**config.mk**
```make
export PLATFORM = sky130hd
export DESIGN_NAME = ebc_ram
export DESIGN_NICKNAME = d
export VERILOG_FILES = /design/src/hw/rtl/ebc_ram.sv
export SDC_FILE = /design/constraint.sdc
export NUM_CORES = 1
export LEC_CHECK = 0
export CORE_MARGIN = 2
export CORE_UTILIZATION = 41
export CTS_CLUSTER_SIZE = 14
export DETAILED_ROUTE_END_ITERATION = 10
export DONT_BUFFER_PORTS = 1
export GPL_ROUTABILITY_DRIVEN = 0
export SYNTH_ARGS = -nofsm -noshare
export SYNTH_HDL_FRONTEND = slang
export SYNTH_SLANG_ARGS = --single-unit
```
**constraint.sdc**
```tcl
create_clock -name clk_i -period 1.7 [get_ports clk_i]
set_input_delay 0.085 -clock clk_i [delete_from_list [all_inputs] [get_ports clk_i]]
set_output_delay 0.085 -clock clk_i [all_outputs]
set_load 0.01 [all_outputs]
```
**src/hw/rtl/ebc_ram.sv**
```systemverilog
// ----------------------------------------------------------------------------
// ebc_ram
// Simple dual-port RAM, one write and one registered read per cycle.
// ----------------------------------------------------------------------------
module ebc_ram #(
  parameter int unsigned Width = 8,
  parameter int unsigned Depth = 64,
  localparam int unsigned AddrW = (Depth > 1) ? $clog2(Depth) : 1
) (
  input  logic             clk_i,
  input  logic             we_i,
  input  logic [AddrW-1:0] waddr_i,
  input  logic [Width-1:0] wdata_i,
  input  logic [AddrW-1:0] raddr_i,
  output logic [Width-1:0] rdata_o
);

  logic [Width-1:0] mem [Depth];

  always_ff @(posedge clk_i) begin
    if (we_i) begin
      mem[waddr_i] <= wdata_i;
    end
  end

  always_ff @(posedge clk_i) begin
    rdata_o <= mem[raddr_i];
  end

endmodule

```
; After elaboration in Yosys (flattened, before gate mapping)
; Memories as Yosys holds them, arrays and structs flattened. A register that Yosys moved wholly into a read port is not among the register bits.
; Index checks and enable logic that the tools add are counted.
[totals]
ramBits = 512
inputBits = 22
memories = 1
wordCells = 3
regBits = 0
output_inout_bits = 8
[memory_table]
columns = name, depth, word_bits, read_ports, rd_clocked_by_memory_dff, wr, line
row1 = mem, 64, 8, 1, 1, 1, 18  ; logic [Width-1:0] mem [Depth];
[op_classes]
muxes = 2
[op_table]
columns = op, count
row1 = 1-bit two-way mux, 2

; Logic depth before layout (Yosys ltp)
; Gate-level depths: netlist (run 1).
[logic_depth]
depth_word = 2
mapped_depth = 9
ltp_nobuf = 5

; Worst setup path after synthesis (run 1)
; No wires, ideal clock.
[synth_path]
kind = input to register
from = input raddr_i[1]
to = register rdata_o[3] (read register of mem)
setup_time_ps = 128
slack_ps = -53
t_required_ps = 1572
arrival_ps = 1625
n_path_buf = 3
path_stages = 7
path_cell_list = buf_4 > buf_2 > buf_2 > mux4_2 > mux4_2 > o21ai_1 > o41ai_1
[synth_lines]
columns = element, line
row1 = "start, declared", 14  ; input logic [AddrW-1:0] raddr_i,
row2 = "end, declared", 15  ; output logic [Width-1:0] rdata_o

==> results of run 1 <==
metal layers:
layer / wire length (um) / up-vias
met5: 0 / -
met4: 770 / 0
met3: 3059 / 63
met2: 21190 / 281
met1: 19500 / 5158
li1: - / 4147
Yosys cell counts, types with 4 or more instances:
master,instances
sky130_fd_sc_hd__nand2b_1,7
sky130_fd_sc_hd__buf_2,11
sky130_fd_sc_hd__a221oi_1,6
sky130_fd_sc_hd__clkbuf_1,17
sky130_fd_sc_hd__nor2b_1,14
sky130_fd_sc_hd__mux2i_1,23
sky130_fd_sc_hd__buf_6,4
sky130_fd_sc_hd__buf_4,13
sky130_fd_sc_hd__nor3_1,7
sky130_fd_sc_hd__buf_1,4
sky130_fd_sc_hd__nand3_1,13
sky130_fd_sc_hd__nand2_1,19
sky130_fd_sc_hd__mux4_2,126
sky130_fd_sc_hd__o221ai_1,8
sky130_fd_sc_hd__mux2_2,13
sky130_fd_sc_hd__nor2_1,83
sky130_fd_sc_hd__edfxtp_1,512
sky130_fd_sc_hd__a211oi_1,4
sky130_fd_sc_hd__dfxtp_1,8
sky130_fd_sc_hd__o22ai_1,8
cell type report:
type / count / area, sq um
timing repair buffer: 108 / 1022
clock buffer: 64 / 1325
tap: 664 / 830.8
multi-input combinational: 369 / 4462
fill: 3944 / 25370
sequential: 520 / 15530
clock inverter: 28 / 203.9
state kept, by name, indices dropped and copies added, names as in the netlist:
signal   cells
mem        512
rdata_o      8
worst register-to-register path: cells and delay by family (launching register included):
kind | cells | cell delay (ps)
flops | 1 | 380
simple gates | 1 | 210
mux | 2 | 730
compound gates | 2 | 470
logic make-up (layout without fill, tap and decap cells):
logic type / count (synthesis) / in the layout / share of synthesized area (%)
flip-flops: 520 / 520 / 77.03
multiplexers: 162 / 162 / 15.94
AND/OR/NAND/NOR: 153 / 153 / 3.387
AO/OA/AOI/OAI: 54 / 54 / 2.072
buffers and inverters: 51 / 200 / 1.570
worst min-delay path by stage:
| stage | startpoint | end | slack, ps | cells past startpoint |
|---|---|---|---|---|
| floorplan | wdata_i[0] | mem[0][0]$_DFFE_PP_ | 180 | 0 |
| global placement | wdata_i[4] | mem[32][4]$_DFFE_PP_ | 190 | 0 |
| detailed placement | wdata_i[4] | mem[35][4]$_DFFE_PP_ | 190 | 0 |
| CTS | raddr_i[5] | rdata_o[5]$_DFF_P_ | -400 | 1 |
| global route | raddr_i[5] | rdata_o[3]$_DFF_P_ | -400 | 1 |
| finish | raddr_i[5] | rdata_o[3]$_DFF_P_ | -380 | 1 |
per-stage QoR:
stage,TNS [ps],power [W],instances
6_report,-763.8,0.02580,1753
5_1_grt,-1159,0.02658,1753
4_1_cts,-806.0,0.02600,1752
3_5_place_dp,-1762,0.01530,1640
3_3_place_gp,-1552,0.01530,1640
2_1_floorplan,0,0.01525,940
what timing repair did:
action,CTS,global route
endpoints found under the hold margin,585,8
cloned,0,0
resized for setup,22,9
endpoints found under the setup margin,8,8
pin swaps,8,2
hold buffers,22,1
cells in the final DEF (no fill, tap or decap), types with 2 or more instances in the layout:
master,synthesis,final
sky130_fd_sc_hd__nand4_1,2,2
sky130_fd_sc_hd__o21ai_2,0,2
sky130_fd_sc_hd__dfxtp_1,8,8
sky130_fd_sc_hd__a221oi_1,6,3
sky130_fd_sc_hd__nor2_1,83,81
sky130_fd_sc_hd__nand2b_1,7,7
sky130_fd_sc_hd__nand2_1,19,17
sky130_fd_sc_hd__buf_4,13,84
sky130_fd_sc_hd__o2bb2ai_2,0,2
sky130_fd_sc_hd__edfxtp_1,512,512
sky130_fd_sc_hd__nor4_1,2,2
sky130_fd_sc_hd__a21oi_1,3,3
sky130_fd_sc_hd__nor3_4,0,2
sky130_fd_sc_hd__clkbuf_1,17,13
sky130_fd_sc_hd__mux2_4,0,3
sky130_fd_sc_hd__bufinv_16,0,2
sky130_fd_sc_hd__a22oi_1,3,3
sky130_fd_sc_hd__nand3_1,13,13
sky130_fd_sc_hd__o22ai_1,8,8
sky130_fd_sc_hd__a211oi_1,4,4
sky130_fd_sc_hd__o2111ai_1,3,3
sky130_fd_sc_hd__nand3b_1,3,3
sky130_fd_sc_hd__dlygate4sd3_1,0,14
sky130_fd_sc_hd__clkbuf_16,0,51
sky130_fd_sc_hd__clkinv_2,0,9
sky130_fd_sc_hd__clkinv_8,0,2
sky130_fd_sc_hd__mux4_2,126,126
sky130_fd_sc_hd__a221oi_2,0,2
sky130_fd_sc_hd__nand2_2,0,2
sky130_fd_sc_hd__o221ai_1,8,8
sky130_fd_sc_hd__nor3_1,7,4
sky130_fd_sc_hd__mux2_2,13,10
sky130_fd_sc_hd__o21a_1,2,2
sky130_fd_sc_hd__clkinv_1,0,13
sky130_fd_sc_hd__mux2i_1,23,23
sky130_fd_sc_hd__buf_16,0,8
sky130_fd_sc_hd__nor2b_1,14,14
power breakdown:
| group | internal, W | switching, W | total [W] |
|---|---|---|---|
| logic | 0.000556 | 0.000567 | 0.00112 |
| clock network | 0.00582 | 0.00460 | 0.0104 |
| registers | 0.0142 | 0.0000694 | 0.0143 |
| total | 0.0206 | 0.00523 | 0.0258 |
==> results_dict.tcl, run 1 <==
set metrics [dict create \
    initial_core_util_pct 41.37 \
    num_io_pins 30 \
    crit_fanout 1 \
    grt_use_met2_pct 28.01 \
    floorplan.die.width_um 225.8 \
    hpwl_mm 25.20 \
    yosysTopAreaCell "sky130_fd_sc_hd__edfxtp_1" \
    cts_tree "yes" \
    cts_post_setup_buffers_inserted 0 \
    detail_route.first_pass.iterations 5 \
    async_reset_ff_share_pct 0 \
    final_layout_size_suffix_gt1_share_pct 29.29 \
    cts_root_buffer "sky130_fd_sc_hd__clkbuf_16" \
    timing.final.hold_violations 8 \
    layout_worst_path_cycle_share_pct 113.7 \
    first_pass_grt_wire_length_mm 65.74 \
    crit_type "register to register" \
    cts-buffers-inserted 50 \
    grtUsageTotal_pct 17.72 \
    worst_path_largest_cell_delay_ps 460 \
    synthTopCellsByArea "sky130_fd_sc_hd__edfxtp_1 (76%), sky130_fd_sc_hd__mux4_2 (14%), sky130_fd_sc_hd__nor2_1 (1.5%), sky130_fd_sc_hd__mux2i_1 (1.1%), sky130_fd_sc_hd__dfxtp_1 (0.79%)" \
    cp_slowest_cell "sky130_fd_sc_hd__mux4_2" \
    r2r_setup_slack_ps -230 \
    global_route.peak_usage_layer "met2" \
    worst_path_dominant_cell_family "multiplexers" \
    critical_path_depth_in_cells 5 \
    worstPathBufferInverterCount 0 \
    grt_pass1_vias 9875 \
    startpoint "mem[24][4]$_DFFE_PP_" \
    synth.yosys.warnings 0 \
    total_leakage_power_nw 7.370 \
    power_density_nw_per_um2 1103 \
    clock-sinks 520 \
    grt_util_met1_pct 25.27 \
    hp-class "input port to register" \
    violations "hold timing, setup timing" \
    post_drt_wl_per_cell_um 25.40 \
    layout_min_cycle_time_ps 1933 \
    worstPathCellList "mux4_2 > mux2_2 > o221a_2 > nor3_4 > o32ai_2" \
    final.setup.worst_slack_ps -232.6 \
    synth_ff_type "sky130_fd_sc_hd__edfxtp_1" \
    synth-seq-cells 520 \
    hold_slack_ps -379.8 \
    synth.top_cell.area_share_pct 76.24 \
    drv_slew 0 \
    finish.utilization_pct 47.96 \
    synth_nets 962 \
    number_of_enable_flip_flop_cells_after_synthesis 512 \
    antennaDiodeCount 0 \
    drv_cap 0 \
    reg2reg_depth 5 \
    crit_required_ps 2130 \
    finish.instance_area_sq_um 23380 \
    preCtsSetupSlack_ps -507.4 \
    dr.first_iter.drc_count 820 \
    fmaxAchievable_mhz 517.4 \
    design.die.area_sq_um 50980 \
    antenna_violating_nets_post_route 0 \
    std_cell_rows 81 \
    final_net_count 1071 \
    reg2reg_from "mem[24][4]$_DFFE_PP_" \
    placeableCoreArea_sq_um 48750 \
    postSynthCellCount 940 \
    actual_transition_at_the_worst_max_transition_pin_ps 606.4 \
    status "finished, violations left" \
    syn-mean-instance-area_sq_um 21.45 \
    wl_mm 44.52 \
    area.growth.synth_to_final_pct 15.93 \
    drc 0 \
    dpl-instance-area_sq_um 21330 \
    via_density 5.504 \
    report.final.setup_viol 8 \
    critical_path.endpoint "rdata_o[4]$_DFF_P_" \
    setup_repair_after_global_routing_missed_its_margin "yes" \
    numPortBuffers 0 \
    netlist_area_sq_um 20170 \
    timing.clock.skew_ps 24.94 \
    grt_start_max_net_pins 138 \
    clk_latency_ps 580 \
    number_of_antenna_violations_at_the_first_check_in_global_routing 0 \
    cts_max_path_buffers 3 \
    htree_num_levels 2 \
    route.vias.total 9649 \
    synth.distinct_cells 40 \
    gr-usage-met3_pct 3.942 \
    synth-seq-area-share_pct 77.03 \
    kind_of_start_point_of_the_critical_path "register" \
    setup.worst_path.end_class "register" \
    power.ir.vdd_worst_mv 0.8585 \
    reg_to_reg_end "rdata_o[4]$_DFF_P_" \
    die_y_um 225.8 \
    grt-ovfl-total 0 \
    timing.max_slew.rel_slack_pct 59.54 \
    clkTransAtPathRegs_ps 60 \
    cp.arrival_ps 2360 \
]
Power figures use the tool's default switching activity.
==> run 2, diff against run 1 <==
--- a/config.mk
+++ b/config.mk
@@ -5,6 +5,7 @@
 export SDC_FILE = /design/constraint.sdc
 export NUM_CORES = 1
 export LEC_CHECK = 0
+export ABC_AREA = 1
 export CORE_MARGIN = 2
 export CORE_UTILIZATION = 41
 export CTS_CLUSTER_SIZE = 14
==> run 2 against run 1 <==
Core utilization down 0.41 points. First-iteration DRC count up 84%. The run now ends clean. Critical path depth up 1. Count of clock-buffer cells in the layout up 6. Register-to-register slack better by 590 ps. Clock skew down 6.8 ps. Fmax up 15%. Largest power group unchanged. Non-clock buffer count up 18. Clock power up 14%. Setup slack better by 250 ps.
==> results_dict.tcl, run 2 <==
set metrics [dict create \
    synthTopCellsByArea "sky130_fd_sc_hd__edfxtp_1 (72%), sky130_fd_sc_hd__nand2_1 (11%), sky130_fd_sc_hd__nand3_1 (10%), sky130_fd_sc_hd__buf_6 (1.8%), sky130_fd_sc_hd__nor2_1 (0.99%)" \
    power_density_nw_per_um2 1134 \
    totalPowerFinal_w 0.02771 \
    drv_cap 0 \
    cts_post_setup_buffers_inserted 0 \
    numPortBuffers 0 \
    layout_worst_path_cycle_share_pct 99.09 \
    number_of_enable_flip_flop_cells_after_synthesis 512 \
    htree_num_levels 2 \
    post_drt_wl_per_cell_um 21.34 \
    synth_fa_ha_area_share_pct 0 \
    antennaDiodeCount 0 \
    hpwl_mm 29.67 \
    clkTransAtPathRegs_ps 60 \
    setup.worst_path.end_class "register" \
    mostFrequentLayoutCells "sky130_fd_sc_hd__nand2_1 (648), sky130_fd_sc_hd__edfxtp_1 (512), sky130_fd_sc_hd__nand3_1 (439)" \
    yosysTopAreaCell "sky130_fd_sc_hd__edfxtp_1" \
    wl_mm 55.47 \
    timing.max_slew.rel_slack_pct 46.04 \
    final_net_count 1896 \
    timing.final.hold_violations 0 \
    report.final.setup_viol 0 \
    fillerInstances 4599 \
    reg2reg_from "mem[33][5]$_DFFE_PP_" \
    final_layout_size_suffix_gt1_share_pct 9.536 \
    compound_cell_area_share_of_the_yosys_netlist_pct 0 \
    design.die.area_sq_um 53890 \
    dpl-instance-area_sq_um 22170 \
    cts_root_buffer "sky130_fd_sc_hd__clkbuf_16" \
    layout_min_cycle_time_ps 1685 \
    grt_pass1_vias 13530 \
    synth.area.mux_share_pct 0 \
    area.growth.synth_to_final_pct 14.55 \
    hp-class "input port to register" \
    total_leakage_power_nw 8.850 \
    drv_slew 0 \
    final-instance-count-excl-fill 2599 \
    netlist_area_sq_um 21340 \
    floorplan.die.width_um 232.1 \
    synth.distinct_cells 16 \
    final.setup.worst_slack_ps 15.40 \
    first_pass_grt_wire_length_mm 83.63 \
    num_io_pins 30 \
    postSynthCellCount 1805 \
    synth.cells.most_frequent "sky130_fd_sc_hd__nand2_1 (648), sky130_fd_sc_hd__edfxtp_1 (512), sky130_fd_sc_hd__nand3_1 (439)" \
    actual_transition_at_the_worst_max_transition_pin_ps 806.7 \
    layout.cells.most_common "sky130_fd_sc_hd__nand2_1" \
    die_y_um 232.1 \
    synth_ff_type "sky130_fd_sc_hd__edfxtp_1" \
    synth_simple_gate_area_share_pct 23.18 \
    r2r_setup_slack_ps 360 \
    power.ir.vdd_worst_mv 0.8325 \
    synth_top_family_by_area "simple AND/OR/NAND/NOR gates" \
    clk_latency_ps 610 \
    grt-ovfl-total 0 \
    crit_required_ps 2000 \
    initial_core_util_pct 41.51 \
    setup_repair_after_global_routing_missed_its_margin "no" \
    syn-mean-instance-area_sq_um 11.82 \
    placeableCoreArea_sq_um 51410 \
    crit_type "input port to register" \
    place.detailed.instances 2465 \
    via_density 5.401 \
    route.vias.total 14040 \
    dr.first_iter.drc_count 1506 \
    reg2reg_depth 8 \
    critical_path.endpoint "mem[46][7]$_DFFE_PP_" \
    grt_start_max_net_pins 258 \
    grtUsageTotal_pct 20.85 \
    cts-buffers-inserted 54 \
    synth.yosys.warnings 0 \
    drc 0 \
    number_of_antenna_violations_at_the_first_check_in_global_routing 3 \
    synth.top_cell.area_share_pct 72.05 \
    async_reset_ff_share_pct 0 \
    std_cell_rows 83 \
    timing.clock.skew_ps 18.09 \
    finish.instance_area_sq_um 24440 \
    antenna_violating_nets_post_route 0 \
    synth-seq-cells 520 \
    preCtsSetupSlack_ps 222.5 \
    crit_fanout 8 \
    fmaxAchievable_mhz 593.6 \
    detail_route.first_pass.iterations 5 \
    startpoint "waddr_i[3]" \
    cp.arrival_ps 1990 \
    most_common_cell_in_the_netlist "sky130_fd_sc_hd__nand2_1" \
    synth-seq-area-share_pct 72.80 \
    kind_of_start_point_of_the_critical_path "input port" \
    xor_xnor_portion_of_the_synthesized_cell_area_pct 0 \
    reg_to_reg_end "rdata_o[5]$_DFF_P_" \
    clock-sinks 520 \
    registers.top_by_ff_count "mem" \
    cts_max_path_buffers 3 \
    cts_tree "yes" \
    status "completed" \
    largest_register_ff_count 512 \
    largest_registers "mem: 512 flops, rdata_o: 8 flops" \
    synth_nets 1827 \
]
-- run 2: critical path: stages --
cell	delay (ps)
sky130_fd_sc_hd__dlygate4sd3_1	570
sky130_fd_sc_hd__nand3_1	90
sky130_fd_sc_hd__dlygate4sd3_1	570
sky130_fd_sc_hd__buf_4	190
sky130_fd_sc_hd__nor2_1	250
sky130_fd_sc_hd__buf_4	220
-- run 2: timing repair --
action | in CTS | in global routing
endpoints found under the hold margin | 580 | 1
gates resized for setup | 0 | 0
endpoints found under the setup margin | 0 | 1
hold buffers | 33 | 1
-- run 2: cells by family after synthesis --
kind of cell	after synthesis
simple gates	1160
buf+inv	125
flops	520
-- run 2: report_power, final --
part	total (W)	internal (W)	switching (W)
combinational	0.00155	0.000462	0.00109
clock	0.0119	0.00704	0.00487
sequential	0.0143	0.0142	0.0000711
total	0.0277	0.0217	0.00603
-- run 2: worst min-delay path by stage --
stage,startpoint,end,cells after the start
floorplan,wdata_i[0],mem[0][0]$_DFFE_PP_,0
global placement,wdata_i[6],mem[55][6]$_DFFE_PP_,0
detailed placement,wdata_i[4],mem[52][4]$_DFFE_PP_,0
CTS,raddr_i[2],rdata_o[0]$_DFF_P_,6
global route,waddr_i[3],mem[24][0]$_DFFE_PP_,3
finish,raddr_i[2],rdata_o[0]$_DFF_P_,6
-- run 2: layout make-up --
type,count,area (sq um),share of cell area [%]
Clock buffer,70,1485,6.076
Sequential cell,520,15530,63.55
Inverter,12,52.55,0.2150
Clock inverter,31,297.8,1.218
Multi-Input combinational cell,1160,4946,20.23
Timing Repair Buffer,126,1276,5.221
Tap cell,680,850.8,3.481
-- run 2: per-layer routing --
metal	share of wire, %	GRT usage [%]	up-vias
li1	-	-	6490
met1	42	28.48	6859
met2	44	31.34	572
met3	11	7.048	112
met4	2.9	6.691	4
met5	0.049	0	-
-- run 2: stage by stage --
step	hold slack (ps)	setup TNS (ps)	utilization [%]
after floorplan	183.9	-9671	-
after global placement	196.2	0	43.13
after detailed placement	191.7	0	43.13
after CTS	1.554	0	47.55
after global routing	30.45	0	47.55
final	12.81	0	47.55
==> run 3, diff against run 2 <==
==> constraint.sdc (replaced) <==
create_clock -name clk_i -period 1.8 [get_ports clk_i]
set_input_delay 0.09 -clock clk_i [delete_from_list [all_inputs] [get_ports clk_i]]
set_output_delay 0.09 -clock clk_i [all_outputs]
set_load 0.01 [all_outputs]
==> run 3 against run 2 <==
Global-route usage is 0.27 points lower. Sequential share of layout area is 0.50 points higher. Final cell count is 0.50% lower. Count of clock-buffer cells in the layout is 1 lower. First-iteration DRC count is 3.7% higher. Largest cell class unchanged. The run now ends with hold timing left. Register-to-register slack worse by 250 ps. Worst hold slack worse by 46 ps. Clock skew is 10 ps lower. Cell area is 0.79% lower. Sequential power is 6% lower. Sequential cell count stayed put. Critical path depth is 3 higher.
==> results_dict.tcl, run 3 (synthesis results as in run 2) <==
set metrics [dict create \
    status "finished, violations left" \
    violations "hold timing" \
    largest_registers "mem: 512 flops, rdata_o: 8 flops" \
    detail_route.first_pass.iterations 5 \
    setup.worst_path.end_class "register" \
    final_layout_size_suffix_gt1_share_pct 9.444 \
    number_of_antenna_violations_at_the_first_check_in_global_routing 0 \
    final_net_count 1887 \
    cts_max_path_buffers 3 \
    antennaDiodeCount 0 \
    kind_of_start_point_of_the_critical_path "register" \
    mostFrequentLayoutCells "sky130_fd_sc_hd__nand2_1 (647), sky130_fd_sc_hd__edfxtp_1 (512), sky130_fd_sc_hd__nand3_1 (439)" \
    drv_slew 0 \
    fmaxAchievable_mhz 592.8 \
    clkTransAtPathRegs_ps 60 \
    cts-buffers-inserted 52 \
    grt-ovfl-total 0 \
    design.die.area_sq_um 53890 \
    clock-sinks 520 \
    area.growth.synth_to_final_pct 13.64 \
    crit_type "register to register" \
    cts_post_setup_buffers_inserted 0 \
    timing.final.hold_violations 1 \
    hpwl_mm 29.76 \
    floorplan.die.width_um 232.1 \
    power.ir.vdd_worst_mv 0.6628 \
    via_density 5.394 \
    largest_register_ff_count 512 \
    crit_required_ps 2280 \
    setup_repair_after_global_routing_missed_its_margin "no" \
    layout.cells.most_common "sky130_fd_sc_hd__nand2_1" \
    std_cell_rows 83 \
    layout_min_cycle_time_ps 1687 \
    antenna_violating_nets_post_route 0 \
    initial_core_util_pct 41.51 \
    drv_cap 0 \
    total_leakage_power_nw 8.761 \
    timing.max_slew.rel_slack_pct 50.49 \
    htree_num_levels 2 \
    route.vias.total 13950 \
    die_y_um 232.1 \
    cp.arrival_ps 2170 \
    finish.instance_area_sq_um 24250 \
    num_io_pins 30 \
    wl_mm 54.67 \
    timing.clock.skew_ps 7.765 \
    hold_slack_ps -33.20 \
    power_density_nw_per_um2 1046 \
    drc 0 \
    grtUsageTotal_pct 20.58 \
    registers.top_by_ff_count "mem" \
    cts_tree "yes" \
    dpl-instance-area_sq_um 22170 \
    post_drt_wl_per_cell_um 21.14 \
    crit_fanout 1 \
    numPortBuffers 0 \
    grt_start_max_net_pins 258 \
    dr.first_iter.drc_count 1561 \
    grt_pass1_vias 13690 \
    reg2reg_from "mem[63][2]$_DFFE_PP_" \
    actual_transition_at_the_worst_max_transition_pin_ps 740.2 \
    clk_latency_ps 590 \
    hp-start "raddr_i[2]" \
    fillerInstances 4676 \
    first_pass_grt_wire_length_mm 83.44 \
    startpoint "mem[63][2]$_DFFE_PP_" \
    layout_worst_path_cycle_share_pct 93.72 \
    cts_root_buffer "sky130_fd_sc_hd__clkbuf_16" \
    hp-class "input port to register" \
    multiInputGateArea_sq_um 4949 \
    finish.utilization_pct 47.18 \
    placeableCoreArea_sq_um 51410 \
    report.final.setup_viol 0 \
    sequential_cell_area_sq_um 15530 \
]
-- run 3: cell count changes in the layout (fill, tap and decap cells not counted), sizes merged --
cell and change:
dlygate4sd3 -4, bufinv -3, clkinvlp -1, clkinv -1, clkbuf -1, buf -3
-- run 3: worst paths after layout --
check / endpoint / slack [ps] / depth (start not counted)
hold reg to reg: rdata_o[5]$_DFF_P_ / 830 / 8
setup reg to reg: rdata_o[2]$_DFF_P_ / 110 / 9
setup / recovery: rdata_o[2]$_DFF_P_ / 110 / 9
hold / removal: rdata_o[7]$_DFF_P_ / -30 / 6
-- run 3: worst max-delay path, stage by stage (launching register included) --
cell and delay (ps):
sky130_fd_sc_hd__edfxtp_1 370, sky130_fd_sc_hd__nand2_1 80, sky130_fd_sc_hd__nand3_1 120, sky130_fd_sc_hd__nand3_1 100, sky130_fd_sc_hd__nand2_1 60, sky130_fd_sc_hd__nand2_1 50
sky130_fd_sc_hd__dlygate4sd3_1 550, sky130_fd_sc_hd__nand3_1 90, sky130_fd_sc_hd__nand3_1 110, sky130_fd_sc_hd__nand2_1 60
-- run 3: metrics by stage --
stage | instances | hold WS (ps) | worst slack (ps) | setup TNS (ps) | power [W]
final | 2586 | -33.20 | 113.1 | 0 | 0.02537
after detailed placement | 2462 | 196.4 | 290.2 | 0 | 0.01478
after global placement | 2462 | 198.6 | 274.8 | 0 | 0.01477
after CTS | 2587 | 5.430 | 64.40 | 0 | 0.02555
after global routing | 2586 | 17.20 | 39.86 | 0 | 0.02609
after floorplan | 1805 | 188.9 | -56.12 | -3591 | 0.01463
-- run 3: where the power goes --
group	leakage (nW)	internal (W)	switching, W
registers	4.67	0.0134	0.0000695
logic	3.29	0.000439	0.000988
clock network	0.802	0.00595	0.00452
-- run 3: repair_timing --
item,in CTS,in global routing
gates resized for setup,0,1
endpoints found under the setup margin,0,2
hold buffers,30,1
endpoints found under the hold margin,594,1
-- run 3: cell type report --
type / count / share of cell area, %
Tap cell: 680 / 3.508
Clock buffer: 69 / 5.846
Sequential cell: 520 / 64.06
Clock inverter: 26 / 0.8565
Multi-Input combinational cell: 1160 / 20.41
Inverter: 12 / 0.2167
Timing Repair Buffer: 119 / 5.108
-- run 3: metal layers --
metal / vias up / share of wire (%) / GRT usage (%)
li1: 6457 / - / -
met1: 6864 / 43 / 29.45
met2: 538 / 45 / 31.24
met3: 87 / 9.6 / 4.899
met4: 2 / 2.3 / 5.829
met5: - / 0.13 / 1.011
